**src/gcbd_pkg.sv**
```systemverilog
package gcbd_pkg;

    // Grapheme break classes
    localparam logic [3:0] C_OTHER   = 4'd0;
    localparam logic [3:0] C_CR      = 4'd1;
    localparam logic [3:0] C_LF      = 4'd2;
    localparam logic [3:0] C_CONTROL = 4'd3;
    localparam logic [3:0] C_L       = 4'd4;
    localparam logic [3:0] C_V       = 4'd5;
    localparam logic [3:0] C_T       = 4'd6;
    localparam logic [3:0] C_LV      = 4'd7;
    localparam logic [3:0] C_LVT     = 4'd8;
    localparam logic [3:0] C_EXTEND  = 4'd9;
    localparam logic [3:0] C_ZWJ     = 4'd10;
    localparam logic [3:0] C_SPACING = 4'd11;
    localparam logic [3:0] C_PREPEND = 4'd12;
    localparam logic [3:0] C_RI      = 4'd13;

    // Indic conjunct classes
    localparam logic [1:0] K_NONE      = 2'd0;
    localparam logic [1:0] K_CONSONANT = 2'd1;
    localparam logic [1:0] K_LINKER    = 2'd2;
    localparam logic [1:0] K_EXTEND    = 2'd3;

    // One codepoint's properties
    typedef struct packed {
        logic [3:0] gcb_class;
        logic [1:0] conjunct_class;
        logic       is_pictographic;
        logic       text_start;
    } t_item;

    // Segmenter state carried between codepoints
    typedef struct packed {
        logic [3:0] previous_class;
        logic       indicator_run_odd;
        logic       pict_chain_open;
        logic       joiner_after_pict;
        logic       consonant_seen;
        logic       linker_seen;
    } t_state;

    localparam t_state STATE_RESET = '{
        previous_class:    C_OTHER,
        indicator_run_odd: 1'b0,
        pict_chain_open:   1'b0,
        joiner_after_pict: 1'b0,
        consonant_seen:    1'b0,
        linker_seen:       1'b0
    };

endpackage

```
**src/gcbd_rules.sv**
```systemverilog
module gcbd_rules (
    input  gcbd_pkg::t_item  i_item,
    input  gcbd_pkg::t_state i_state,
    output logic             o_break,
    output gcbd_pkg::t_state o_state
);
    import gcbd_pkg::*;

    logic [3:0] c;
    logic [3:0] p;
    logic       rule_break;
    logic       brk;

    // Unused class codes behave as Other
    assign c = (i_item.gcb_class > C_RI) ? C_OTHER : i_item.gcb_class;
    assign p = i_state.previous_class;

    // Boundary rules, highest priority first
    always_comb begin
        if (p == C_CR && c == C_LF) begin
            rule_break = 1'b0;
        end else if (p == C_CONTROL || p == C_CR || p == C_LF) begin
            rule_break = 1'b1;
        end else if (c == C_CONTROL || c == C_CR || c == C_LF) begin
            rule_break = 1'b1;
        end else if (p == C_L && (c == C_L || c == C_V || c == C_LV || c == C_LVT)) begin
            rule_break = 1'b0;
        end else if ((p == C_LV || p == C_V) && (c == C_V || c == C_T)) begin
            rule_break = 1'b0;
        end else if ((p == C_LVT || p == C_T) && c == C_T) begin
            rule_break = 1'b0;
        end else if (c == C_EXTEND || c == C_ZWJ || c == C_SPACING) begin
            rule_break = 1'b0;
        end else if (p == C_PREPEND) begin
            rule_break = 1'b0;
        end else if (i_state.consonant_seen && i_state.linker_seen
                     && i_item.conjunct_class == K_CONSONANT) begin
            rule_break = 1'b0;
        end else if (i_state.joiner_after_pict && i_item.is_pictographic) begin
            rule_break = 1'b0;
        end else if (p == C_RI && c == C_RI) begin
            rule_break = !i_state.indicator_run_odd;
        end else begin
            rule_break = 1'b1;
        end
    end

    assign brk     = i_item.text_start || rule_break;
    assign o_break = brk;

    // Chain flags: reseed on a break, advance otherwise
    always_comb begin
        o_state                = i_state;
        o_state.previous_class = c;
        if (brk) begin
            o_state.indicator_run_odd = (c == C_RI);
            o_state.pict_chain_open   = i_item.is_pictographic;
            o_state.joiner_after_pict = 1'b0;
            o_state.consonant_seen    = (i_item.conjunct_class == K_CONSONANT);
            o_state.linker_seen       = 1'b0;
        end else begin
            o_state.indicator_run_odd = (c == C_RI) ? !i_state.indicator_run_odd : 1'b0;

            // emoji chain: pict Extend* ZWJ pict
            if (i_item.is_pictographic) begin
                o_state.pict_chain_open   = 1'b1;
                o_state.joiner_after_pict = 1'b0;
            end else if (c == C_EXTEND && i_state.pict_chain_open
                         && !i_state.joiner_after_pict) begin
                o_state.pict_chain_open   = 1'b1;
            end else if (c == C_ZWJ && i_state.pict_chain_open
                         && !i_state.joiner_after_pict) begin
                o_state.joiner_after_pict = 1'b1;
            end else begin
                o_state.pict_chain_open   = 1'b0;
                o_state.joiner_after_pict = 1'b0;
            end

            // conjunct: consonant (linker|extend)* consonant, with at least one linker
            if (i_item.conjunct_class == K_CONSONANT) begin
                o_state.consonant_seen = 1'b1;
                o_state.linker_seen    = 1'b0;
            end else if (i_state.consonant_seen && i_item.conjunct_class == K_LINKER) begin
                o_state.linker_seen    = 1'b1;
            end else if (i_state.consonant_seen && i_item.conjunct_class == K_EXTEND) begin
                o_state.linker_seen    = i_state.linker_seen;
            end else begin
                o_state.consonant_seen = 1'b0;
                o_state.linker_seen    = 1'b0;
            end
        end
    end

endmodule

```
**src/grapheme_cluster_boundary_detector_core.sv**
```systemverilog
// Grapheme cluster boundary detector: one codepoint's break properties per input beat,
// one break_before flag per output beat, in order. Sustained rate is one beat per cycle
// while the output side does not stall; a beat is captured in the input register and
// its flag reaches the result register at the next edge the output side can take it.
// The rule check and state update sit between those two registers; the state advances
// as each beat moves into the result register. Input stall rises only while both
// registers are full and the output side stalls. text_start forces a break and reseeds
// the state; after reset the state reads previous class Other with all chain flags clear.
module grapheme_cluster_boundary_detector_core (
    input  logic       i_clk,
    input  logic       i_rst_n,
    input  logic       i_in_valid,
    output logic       o_in_stall,
    input  logic [3:0] i_gcb_class,
    input  logic [1:0] i_conjunct_class,
    input  logic       i_is_pictographic,
    input  logic       i_text_start,
    output logic       o_out_valid,
    input  logic       i_out_stall,
    output logic       o_break_before
);
    import gcbd_pkg::*;

    logic   r_in_valid;
    t_item  r_item;
    t_state r_state;
    t_state n_state;
    logic   r_out_valid;
    logic   r_out_break;
    logic   n_break;
    logic   in_load;
    logic   out_free;
    logic   move;

    // Handshake
    assign out_free   = !r_out_valid || !i_out_stall;
    assign move       = r_in_valid && out_free;
    assign o_in_stall = r_in_valid && !out_free;
    assign in_load    = i_in_valid && !o_in_stall;

    gcbd_rules u_rules (
        .i_item  (r_item),
        .i_state (r_state),
        .o_break (n_break),
        .o_state (n_state)
    );

    // Control registers
    always_ff @(posedge i_clk) begin
        if (!i_rst_n) begin
            r_in_valid  <= 1'b0;
            r_out_valid <= 1'b0;
            r_state     <= STATE_RESET;
        end else begin
            if (in_load) begin
                r_in_valid <= 1'b1;
            end else if (move) begin
                r_in_valid <= 1'b0;
            end
            if (move) begin
                r_out_valid <= 1'b1;
                r_state     <= n_state;
            end else if (!i_out_stall) begin
                r_out_valid <= 1'b0;
            end
        end
    end

    // Payload registers
    always_ff @(posedge i_clk) begin
        if (in_load) begin
            r_item.gcb_class       <= i_gcb_class;
            r_item.conjunct_class  <= i_conjunct_class;
            r_item.is_pictographic <= i_is_pictographic;
            r_item.text_start      <= i_text_start;
        end
        if (move) begin
            r_out_break <= n_break;
        end
    end

    assign o_out_valid    = r_out_valid;
    assign o_break_before = r_out_break;

endmodule

```
**config.mk**
```make
export PLATFORM = sky130hd
export DESIGN_NAME = grapheme_cluster_boundary_detector_core
export DESIGN_NICKNAME = d
export VERILOG_FILES = /design/src/gcbd_pkg.sv /design/src/gcbd_rules.sv /design/src/grapheme_cluster_boundary_detector_core.sv
export SDC_FILE = /design/constraint.sdc
export NUM_CORES = 1
export LEC_CHECK = 0
export BUFFER_PORTS_ARGS = -buffer_cell sky130_fd_sc_hd__buf_2
export CORE_MARGIN = 4
export CORE_UTILIZATION = 35
export CTS_BUF_LIST = sky130_fd_sc_hd__clkbuf_4 sky130_fd_sc_hd__clkbuf_8 sky130_fd_sc_hd__clkbuf_16
export CTS_CLUSTER_DIAMETER = 40
export DETAILED_ROUTE_END_ITERATION = 7
export SETUP_SLACK_MARGIN = 0.5
export SYNTH_ARGS = -nofsm -noshare
export SYNTH_HDL_FRONTEND = slang
export SYNTH_SLANG_ARGS = --single-unit
```
**constraint.sdc**
```tcl
create_clock -name i_clk -period 1.8 [get_ports i_clk]
set_clock_uncertainty 0.05 [all_clocks]
set_input_delay 0.18 -clock i_clk [delete_from_list [all_inputs] [get_ports i_clk]]
set_output_delay 0.18 -clock i_clk [all_outputs]
set_load 0.005 [all_outputs]
```
# Word level (Yosys, flattened, before mapping)
# Index checks and enable logic that the tools add are counted.
# op_classes
order_cmp	1
eq_ne	31
mux	27
reduce_logical	42
# ops
op	count
$eq A4 B3 Y1 const B	8
$eq A4 B4 Y1 const B	8
$mux W1	23
$logic_and A1 B1 Y1	17
$eq A4 B2 Y1 const B	4
$logic_or A1 B1 Y1	14
$eq A4 B1 Y1 const B	2
$logic_not A1 Y1	6
$ne A3 B2 Y1 const B	2
$reduce_and A2 Y1	3
$mux W5	1
$eq A2 B2 Y1 const B	2
$gt A4 B4 Y1 const B	1
$mux W2	2
$mux W4	1
$ne A4 B2 Y1 const B	1
$ne A4 B3 Y1 const B	1
$ne A3 B3 Y1 const B	1
$reduce_and A3 Y1	1
$eq A2 B1 Y1 const B	1
$ne A2 B1 Y1 const B	1
$reduce_bool A2 Y1	1
# totals
ff_bits	20
in_bits	12
output_inout_bits	3
word_cells	114

# Depth between registers and ports, before layout
# Gate-level depths: netlist of run 1.
# depth
word_depth	18
ltp_mapped	7
ltp_nobuf	6

# Cells and area by module
# From an unflattened synthesis of run 1, not the netlist that was laid out.
# unflattened
cells_unflattened	110
area_unflattened_um2	1066.0
# by_module_without_submodules
mod	n_inst	cells_per_inst	area_per_inst_um2	seq_area_each_um2
grapheme_cluster_boundary_detector_core	1	56	713.2	490.5
gcbd_rules	1	54	352.8	0.0

# Worst setup path before layout of run 1
# No wires, ideal clock.
# synth_path
path_kind	register to register
start	reg r_item[4] (netlist name)
end	reg r_state[4] (netlist name)
setup_ns	0.122
arrival_time_ns	1.552
required_ns	1.628
setup_slack_ns	0.076
path_stages_with_launch	6
path_buffers	0
period_less_slack_ns	1.724
cell_sequence	edfxtp_1 -> and2b_4 -> o21ai_2 -> a2111oi_4 -> nor3_1 -> o311a_1
# synth_between
elab_chain_cells	17
elab_cells_between_ends	41
cone_classes	order compare: 1; eq/ne: 12; mux: 14; reduce/logical: 14
# synth_rtl
item	line	text
from (decl)	grapheme_cluster_boundary_detector_core.sv:25	t_item r_item;
$gt A4 B4 Y1	gcbd_rules.sv:15	assign c = (i_item.gcb_class > C_RI) ? C_OTHER : i_item.gcb_class;
$mux W4 (*)	gcbd_rules.sv:15	
$eq A4 B4 Y1	gcbd_rules.sv:41, gcbd_rules.sv:56, gcbd_rules.sv:62	
$logic_and A1 B1 Y1	gcbd_rules.sv:41	end else if (p == C_RI && c == C_RI) begin
$mux W1	gcbd_rules.sv:41	
$mux W1	gcbd_rules.sv:39	end else if (i_state.joiner_after_pict && i_item.is_pictographic) begin
$mux W1	gcbd_rules.sv:36	end else if (i_state.consonant_seen && i_state.linker_seen
$mux W1	gcbd_rules.sv:34	end else if (p == C_PREPEND) begin
$mux W1	gcbd_rules.sv:32	end else if (c == C_EXTEND || c == C_ZWJ || c == C_SPACING) begin
$mux W1	gcbd_rules.sv:30	end else if ((p == C_LVT || p == C_T) && c == C_T) begin
$mux W1	gcbd_rules.sv:28	end else if ((p == C_LV || p == C_V) && (c == C_V || c == C_T)) begin
$mux W1	gcbd_rules.sv:26	end else if (p == C_L && (c == C_L || c == C_V || c == C_LV || c == C_LVT)) begin
$mux W1	gcbd_rules.sv:24	end else if (c == C_CONTROL || c == C_CR || c == C_LF) begin
$mux W1	gcbd_rules.sv:22	end else if (p == C_CONTROL || p == C_CR || p == C_LF) begin
$mux W1	gcbd_rules.sv:20	if (p == C_CR && c == C_LF) begin
$logic_or A1 B1 Y1	gcbd_rules.sv:48	assign brk = i_item.text_start || rule_break;
$mux W5 (*)	gcbd_rules.sv:55	if (brk) begin
to (signal assigned)	grapheme_cluster_boundary_detector_core.sv:62	r_state <= n_state;
to (decl)	grapheme_cluster_boundary_detector_core.sv:26	t_state r_state;
# Mark *: on every way between the ends. The rest lies on a longest branch, timed or not.
# A chain may end at the register's enable or synchronous reset.

# Final worst setup path of run 1
# Same ends and word-level chain as after synthesis.

==> results.toml, run 1 <==
[cts]
cts_max_level = 1
clkTransAtPathRegs_ns = 0.11
cts_buffers = 3
clk_path_buf_depth = 2
clk_latency_ns = 0.30
cts_tree = "built"
cts_num_sinks = 20
cts_root_buffer = "clkbuf_4"

[yosys]
seq_area_frac_synth = 0.482
syn_area_um2 = 1020
syn-mean-instance-area_um2 = 9.99
synthesis.nets = 114
syn_inst = 102
synth-seq-cells = 20
ys_top_cells_by_count = "11 x dfxtp_1, 10 x nand2_1, 10 x nand3_1"
synth_top_area_share = 0.265
synth_top_cell_by_area = "edfxtp_1"
ys_top_cells_by_area = "edfxtp_1 27%, dfxtp_1 22%, nand3_1 4.9%"
synth_edf_count = 9
synthArstFlopShare = 0
synthFlopType = "dfxtp_1"
ys_types = 42
synth.most_common_cell = "dfxtp_1"
yosysWarnings = 0

[critical_path]
cp-end-kind = "flop"
start_kind = "flop"
required_ns = 1.94
critPathArrivalTime_ns = 1.93
worstSetupPathType = "reg2reg"
cp_max_fo = 5
ff2ff_setup_slack_ns = 0.01

[outcome]
run_status = "complete, no violations"

[flow_run]
drv_cap = 0

[cells_and_area]
multi_input_area_um2 = 556
nets = 147
fillers = 252
area_growth_pct = 35.3
final_cells = 165
drive_gt1_frac = 0.366
fin_area_um2 = 1380
regArea_um2 = 492
fin_util = 0.500
diodes = 0

[sta]
min_period_ns = 1.79
setup_viol = 0
grt_setup_unrepaired = "true"
final.period_utilization = 0.994
tightest_slew_ns = 0.383
setup_ws_ns = 0.0110
drv_slew = 0
achievable-frequency_mhz = 559
relSlewSlack = 0.743
hold_violations = 0

[global_route]
grt_max_degree = 15
grt_pass1_vias = 856
grt_remaining_overflow = 0
antenna_found_initial = 0
grt_pass1_wl_mm = 3.86
track_usage = 0.142

[pwr]
p_per_area_nw_per_um2 = 674
vdd_drop_max_uv = 596
p_leak_nw = 0.501
power_mw = 0.928

[placement]
numPortBuffers = 14
place_ws_ns = -0.0564
gp_congestion = 0.826
dpl.hpwl_mm = 1.76
dp.cells = 151
place_area_um2 = 1180

[drt]
routed_via_density = 5.38
first_pass_iters = 4
ant_nets = 0
avgRoutedWirePerCell_um = 14.0
routed_wl_mm = 2.31
drc = 0
vias = 888
drt_iter0_markers = 18

[die]
dieArea_um2 = 3840
rows = 19
io_pins = 15
fp.dieH_um = 61.9
initial_core_util = 0.369
die_w_um = 61.9
core-area_um2 = 2760

[worst_hold_path]
hold_class = "in2reg"
cell families after synthesis:
family                 synth area share
DFF                               0.482
buffers and inverters            0.0430
AOI/OAI and AO/OA                 0.220
muxes                            0.0111
and+or+nand+nor                   0.244
stage by stage:
stage / hold slack, ns / TNS (ns)
2_1_floorplan: 0.229 / 0
3_3_place_gp: 0.307 / 0
3_5_place_dp: 0.309 / -0.109
4_1_cts: 0.00697 / 0
5_1_grt: 0.0484 / -0.215
6_report: 0.0574 / 0
sequential cells by signal, summed over array words and instances, names as in the netlist:
| signal | flops |
|---|---|
| o_break_before | 1 |
| r_state | 9 |
| o_out_valid | 1 |
| r_item | 8 |
| r_in_valid | 1 |
metal layers:
metal | up-vias | part of all wire | GRT usage
li1 | 446 | - | -
met1 | 414 | 0.43 | 0.175
met2 | 22 | 0.52 | 0.226
met3 | 6 | 0.026 | 0.0269
met4 | 0 | 0.023 | 0.0909
met5 | - | 0 | 0
path summary, 6_finish.rpt:
kind,to,startpoint,cells past startpoint
worst min register to register,r_state[0],r_state[0],2
worst max register to register,r_state[4],r_item[4],5
worst max-delay path,r_state[4],r_item[4],5
worst min-delay path,r_in_valid,i_in_valid,2
worst max-delay path: stages (launching register included):
cell       delay, ns
edfxtp_1        0.46
and2b_4         0.33
o21ai_4         0.08
a2111oi_4       0.39
nor3_1          0.08
o311a_1         0.29
repair_timing:
item                                   4_1_cts  5_1_grt
resized for setup                            4       12
hold buffers                                 7        1
setup buffers                                2        0
endpoints found under the hold margin        7        1
pin swaps                                    2        4
setup endpoints to repair                    6       19
where the power goes:
group / switching [mW] / internal (mW)
Combinational: 0.0775 / 0.0780
Sequential: 0.0190 / 0.498
Clock: 0.133 / 0.123
Total: 0.229 / 0.699
cells in the final DEF, fill, tap and decap left out, types with 2 or more instances in the layout:
| cell | netlist | routed |
|---|---|---|
| nand3b_1 | 2 | 2 |
| nand2_1 | 10 | 10 |
| a21boi_0 | 4 | 4 |
| buf_4 | 0 | 9 |
| nand3_1 | 10 | 10 |
| nor2b_1 | 5 | 4 |
| inv_1 | 4 | 3 |
| buf_6 | 1 | 2 |
| dlygate4sd3_1 | 0 | 8 |
| clkbuf_4 | 0 | 3 |
| nor4b_2 | 0 | 2 |
| nor2_1 | 7 | 7 |
| dfxtp_1 | 11 | 10 |
| a21oi_1 | 5 | 4 |
| edfxtp_1 | 9 | 9 |
| buf_2 | 1 | 14 |
cell type report:
class	instances	area share
inverters	4	0.0109
well taps	31	0.0282
repair buffers	33	0.174
flip-flops and latches	20	0.357
clock buffers	4	0.0263
multi-input cells	73	0.403
Note: power is estimated with default switching activity, not from simulation.
==> run 2, diff against run 1 <==
--- a/config.mk
+++ b/config.mk
@@ -5,6 +5,7 @@
 export SDC_FILE = /design/constraint.sdc
 export NUM_CORES = 1
 export LEC_CHECK = 0
+export ABC_AREA = 1
 export BUFFER_PORTS_ARGS = -buffer_cell sky130_fd_sc_hd__buf_2
 export CORE_MARGIN = 4
 export CORE_UTILIZATION = 35
==> run 2 against run 1 <==
  * Wire length fell by 8.6%
  * Global-route usage down 2.6 points
  * Non-clock buffer count is 5 lower
  * Clock power up 3%
  * Sequential power increased by 2%
  * Largest power group unchanged
  * Core utilization fell by 1.4 points
  * Area after synthesis is 0.98% lower
  * First-iteration DRC count grew 22%
==> results.toml, run 2 <==
[yosys]
synth-seq-cells = 20
syn-mean-instance-area_um2 = 7.53
synth_edf_count = 9
syn_area_um2 = 1010
synthFlopType = "dfxtp_1"
ys_top_cells_by_count = "33 x nand2_1, 21 x inv_1, 18 x nor2_1"
yosysWarnings = 0
ys_top_cells_by_area = "edfxtp_1 27%, dfxtp_1 22%, nand2_1 12%"
synthesis.nets = 146
seq_area_frac_synth = 0.486
synthArstFlopShare = 0
ys_types = 22
syn_inst = 134
synth_top_cell_by_area = "edfxtp_1"
synth.most_common_cell = "nand2_1"
synth_top_area_share = 0.268

[sta]
tightest_slew_ns = 0.275
achievable-frequency_mhz = 599
final.period_utilization = 0.928
hold_violations = 0
drv_slew = 0
whs_ns = 0.102
relSlewSlack = 0.817
setup_viol = 0
min_period_ns = 1.67
fin_tns_setup_ns = 0
grt_setup_unrepaired = "true"

[critical_path]
critPathSlowestCell = "edfxtp_1"
cp-end-kind = "flop"
cp_max_fo = 6
required_ns = 2.00
worstSetupPathType = "reg2reg"
cp_top_family = "simple AND/OR/NAND/NOR gates"
crit_buf_inv = 1
cp_cell_sequence = "nand2_1 > inv_2 > nand2_1 > nand2_2 > nand4_1 > nand2_4 > nand4_1 > nand3_1 > nand2_1 > nor2_1"
cp_slowest_stage_delay_ns = 0.43
start_kind = "flop"
critPathArrivalTime_ns = 1.87
critPathMostFrequentCell = "nand2_1"

[die]
die_w_um = 61.7
fp.dieH_um = 61.7
rows = 19
dieArea_um2 = 3800
initial_core_util = 0.366
io_pins = 15
core-area_um2 = 2760

[worst_hold_path]
hold_class = "in2reg"

[outcome]
run_status = "complete, no violations"

[flow_run]
drv_cap = 0

[cts]
clk_path_buf_depth = 2
clkTransAtPathRegs_ns = 0.12
cts_num_sinks = 20
cts_root_buffer = "clkbuf_4"
cts_tree = "built"
clk_latency_ns = 0.30
cts_buffers = 3
cts_max_level = 1

[cells_and_area]
top_register = "r_state"
fin_util = 0.486
regArea_um2 = 492
multi_input_area_um2 = 484
layout_common_cells = "25 x nand2_1, 18 x inv_1, 14 x nor2_1, 14 x buf_2"
fillers = 236
nets = 178
largest_reg_flops = 9
area_growth_pct = 32.9
reg.largest.list = "r_state: 9 flops, r_item: 8 flops"
final_common_cell = "nand2_1"
diodes = 0
drive_gt1_frac = 0.315

[pwr]
power_mw = 0.959
p_leak_nw = 0.616
p_per_area_nw_per_um2 = 716
vdd_drop_max_uv = 506

[global_route]
grt_max_degree = 12
grt_pass1_wl_mm = 3.28
antenna_found_initial = 0
track_usage = 0.116
grt_pass1_vias = 788
grt_remaining_overflow = 0

[drt]
first_pass_iters = 4
drt_iter0_markers = 22
routed_via_density = 4.73
vias = 927
drc = 0
avgRoutedWirePerCell_um = 10.8
ant_nets = 0
routed_wl_mm = 2.12

[placement]
numPortBuffers = 14
gp_congestion = 0.816
dpl.hpwl_mm = 1.45
[run 2: final cells by class]
type	instances	share of cell area
clock buffers	4	0.0271
well taps	31	0.0289
flip-flops and latches	20	0.367
inverters	23	0.0672
repair buffers	28	0.148
multi-input cells	90	0.361
[run 2: power breakdown]
| part | switching, mW | total, mW | internal, mW |
|---|---|---|---|
| sequential | 0.0215 | 0.526 | 0.504 |
| combinational | 0.0942 | 0.171 | 0.0766 |
| clock | 0.139 | 0.263 | 0.123 |
| total | 0.255 | 0.959 | 0.704 |
[run 2: per-layer routing]
metal  GRT usage  vias up  routed length [um]
met5           0        -                   0
met3      0.0252        4                  68
met4      0.0515        0                  31
met1       0.150      412                 987
li1            -      491                   -
met2       0.185       20                1030
[run 2: repair_timing]
| item | in CTS | in global routing |
|---|---|---|
| hold buffers | 7 | 1 |
| endpoints found under the setup margin | 7 | 14 |
| setup buffers | 1 | 4 |
| pin swaps | 0 | 10 |
| hold endpoints to repair | 7 | 1 |
| gates resized for setup | 1 | 21 |
[run 2: cell families after synthesis]
logic type,after synthesis,synth area share
DFF,20,0.486
buffers and inverters,24,0.0893
AOI/OAI and AO/OA,18,0.109
and+or+nand+nor,72,0.315
[run 2: through the flow]
stage / area [um^2] / setup WS, ns / cells
3_3_place_gp: 1120 / 0.243 / 179
6_report: 1340 / 0.130 / 196
3_5_place_dp: 1120 / 0.227 / 179
4_1_cts: 1240 / 0.208 / 191
2_1_floorplan: 1010 / 0.365 / 134
5_1_grt: 1340 / -0.00703 / 196
[run 2: final timing paths]
path | from | end | slack, ns | depth (start not counted)
worst max-delay path | r_item[7] | r_state[2] | 0.13 | 10
worst min-delay path | i_rst_n | r_state[3] | 0.10 | 3
worst max register to register | r_item[7] | r_state[2] | 0.13 | 10
worst min register to register | r_state[4] | r_state[4] | 0.45 | 2
[run 2: worst register-to-register path: stages, from the launching register on]
cell and delay, ns:
edfxtp_1 0.43, nand2_1 0.09, inv_2 0.10, nand2_1 0.13, nand2_2 0.11, nand4_1 0.16, nand2_4 0.15, nand4_1 0.13
nand3_1 0.12, nand2_1 0.05, nor2_1 0.10
==> run 3, diff against run 2 <==
==> constraint.sdc (replaced) <==
create_clock -name i_clk -period 1.8 [get_ports i_clk]
set_clock_uncertainty 0.05 [all_clocks]
set_input_delay 0.09 -clock i_clk [delete_from_list [all_inputs] [get_ports i_clk]]
set_output_delay 0.09 -clock i_clk [all_outputs]
set_load 0.005 [all_outputs]
==> run 3 against run 2 <==
  * Die area stayed put
  * Non-clock buffer count is 1 higher
  * First-iteration DRC count unchanged
  * Hold slack worse by 0.090 ns
  * Global-route usage hardly changed
  * Count of clock-buffer cells in the layout stayed put
==> results.toml, run 3 (same netlist as run 2, synthesis figures left out) <==
[outcome]
run_status = "complete, no violations"

[placement]
numPortBuffers = 14
place_area_um2 = 1120
dp.cells = 179
gp_congestion = 0.816
place_ws_ns = 0.227
dpl.hpwl_mm = 1.45

[sta]
grt_setup_unrepaired = "true"
relSlewSlack = 0.817
tightest_slew_ns = 0.275
setup_viol = 0
setup_ws_ns = 0.133
final.period_utilization = 0.926
fin_tns_setup_ns = 0
min_period_ns = 1.67
hold_violations = 0
drv_slew = 0
achievable-frequency_mhz = 600

[global_route]
grt_max_degree = 12
grt_remaining_overflow = 0
track_usage = 0.116
grt_pass1_wl_mm = 3.30
grt_pass1_vias = 791
antenna_found_initial = 0

[critical_path]
critPathMostFrequentCell = "nand2_1"
critPathArrivalTime_ns = 1.86
cp_max_fo = 6
required_ns = 2.00
critPathSlowestCell = "edfxtp_1"
worstSetupPathType = "reg2reg"
cp_top_family = "simple AND/OR/NAND/NOR gates"
cp_cell_sequence = "nand2_1 > inv_2 > nand2_1 > nand2_2 > nand4_1 > nand2_4 > nand4_1 > nand3_1 > nand2_1 > nor2_1"
crit_buf_inv = 1
r2r-start = "r_item[7]"
r2r_end = "r_state[2]"
rr_worst_depth = 10
ff2ff_setup_slack_ns = 0.13
cp-end-kind = "flop"
start_kind = "flop"
cp_slowest_stage_delay_ns = 0.43

[die]
initial_core_util = 0.366
fp.dieH_um = 61.7
io_pins = 15
die_w_um = 61.7
dieArea_um2 = 3800
rows = 19
core-area_um2 = 2760

[cells_and_area]
nets = 179
layout_common_cells = "25 x nand2_1, 18 x inv_1, 14 x nor2_1, 14 x buf_2"
final_common_cell = "nand2_1"
final_cells = 197
diodes = 0
drive_gt1_frac = 0.319
fin_area_um2 = 1350
largest_reg_flops = 9
fillers = 234
top_register = "r_state"
reg.largest.list = "r_state: 9 flops, r_item: 8 flops"
area_growth_pct = 33.6

[pwr]
p_per_area_nw_per_um2 = 712
p_leak_nw = 0.621
vdd_drop_max_uv = 505

[cts]
clk_latency_ns = 0.30
clk_path_buf_depth = 2
clkTransAtPathRegs_ns = 0.12
cts_max_level = 1
cts_root_buffer = "clkbuf_4"
cts_num_sinks = 20
cts_tree = "built"
cts_buffers = 3

[worst_hold_path]
hold_class = "in2reg"
hold_path_end = "r_state[3]"
whs_path_depth = 3
hp-start = "i_rst_n"

[drt]
drc = 0
routed_wl_mm = 2.12
first_pass_iters = 4
ant_nets = 0
avgRoutedWirePerCell_um = 10.8
drt_iter0_markers = 22
vias = 936
routed_via_density = 4.75

[flow_run]
drv_cap = 0
## run 3: final cells by class
type / count / area (um^2) / share of cell area
well taps: 31 / 38.8 / 0.0288
multi-input cells: 90 / 484 / 0.359
flip-flops and latches: 20 / 492 / 0.365
repair buffers: 29 / 206 / 0.153
inverters: 23 / 90.1 / 0.0669
clock buffers: 4 / 36.3 / 0.0269
## run 3: how the worst max path moves through the flow
| stage | from | to | slack (ns) | depth (start not counted) |
|---|---|---|---|---|
| finish | r_item[7] | r_state[2] | 0.13 | 10 |
| global route | r_item[6] | r_state[2] | -0.007 | 10 |
| CTS | r_item[5] | r_state[3] | 0.21 | 12 |
| detailed placement | r_item[6] | r_state[3] | 0.23 | 14 |
| global placement | r_item[6] | r_state[2] | 0.24 | 9 |
| floorplan | r_item[4] | r_state[3] | 0.36 | 14 |
## run 3: routing by layer
| metal | wire [um] | global-route usage |
|---|---|---|
| met1 | 986 | 0.151 |
| met2 | 1030 | 0.185 |
| met3 | 73 | 0.0252 |
| met4 | 31 | 0.0515 |
| met5 | 0 | 0 |
## run 3: repair_timing
action                                  4_1_cts  5_1_grt
cloned                                        0        0
endpoints found under the setup margin        7       14
hold buffers                                  8        0
pin swaps                                     0       10
gates resized for setup                       1       21
buffers inserted                              1        5
endpoints found under the hold margin         8        0
## run 3: power breakdown
| group | switching, mW | total (mW) | leakage (nW) | internal (mW) |
|---|---|---|---|---|
| Combinational | 0.0943 | 0.171 | 0.423 | 0.0769 |
| Clock | 0.139 | 0.263 | 0.0210 | 0.123 |
| Sequential | 0.0215 | 0.526 | 0.178 | 0.504 |
| Total | 0.255 | 0.960 | 0.621 | 0.704 |
## run 3: stage by stage
step	util	power [mW]	hold WS (ns)
global route	0.489	1.02	0.00740
finish	0.489	0.960	0.0125
floorplan	-	0.623	0.139
detailed placement	0.407	0.662	0.218
global placement	0.407	0.660	0.218
CTS	0.452	0.940	0.00156
## run 3: worst reg2reg max path, stage by stage, from the launching register on
cell and delay, ns:
edfxtp_1 0.43, nand2_1 0.09, inv_2 0.10, nand2_1 0.13, nand2_2 0.11, nand4_1 0.16
nand2_4 0.15, nand4_1 0.13, nand3_1 0.12, nand2_1 0.05, nor2_1 0.09
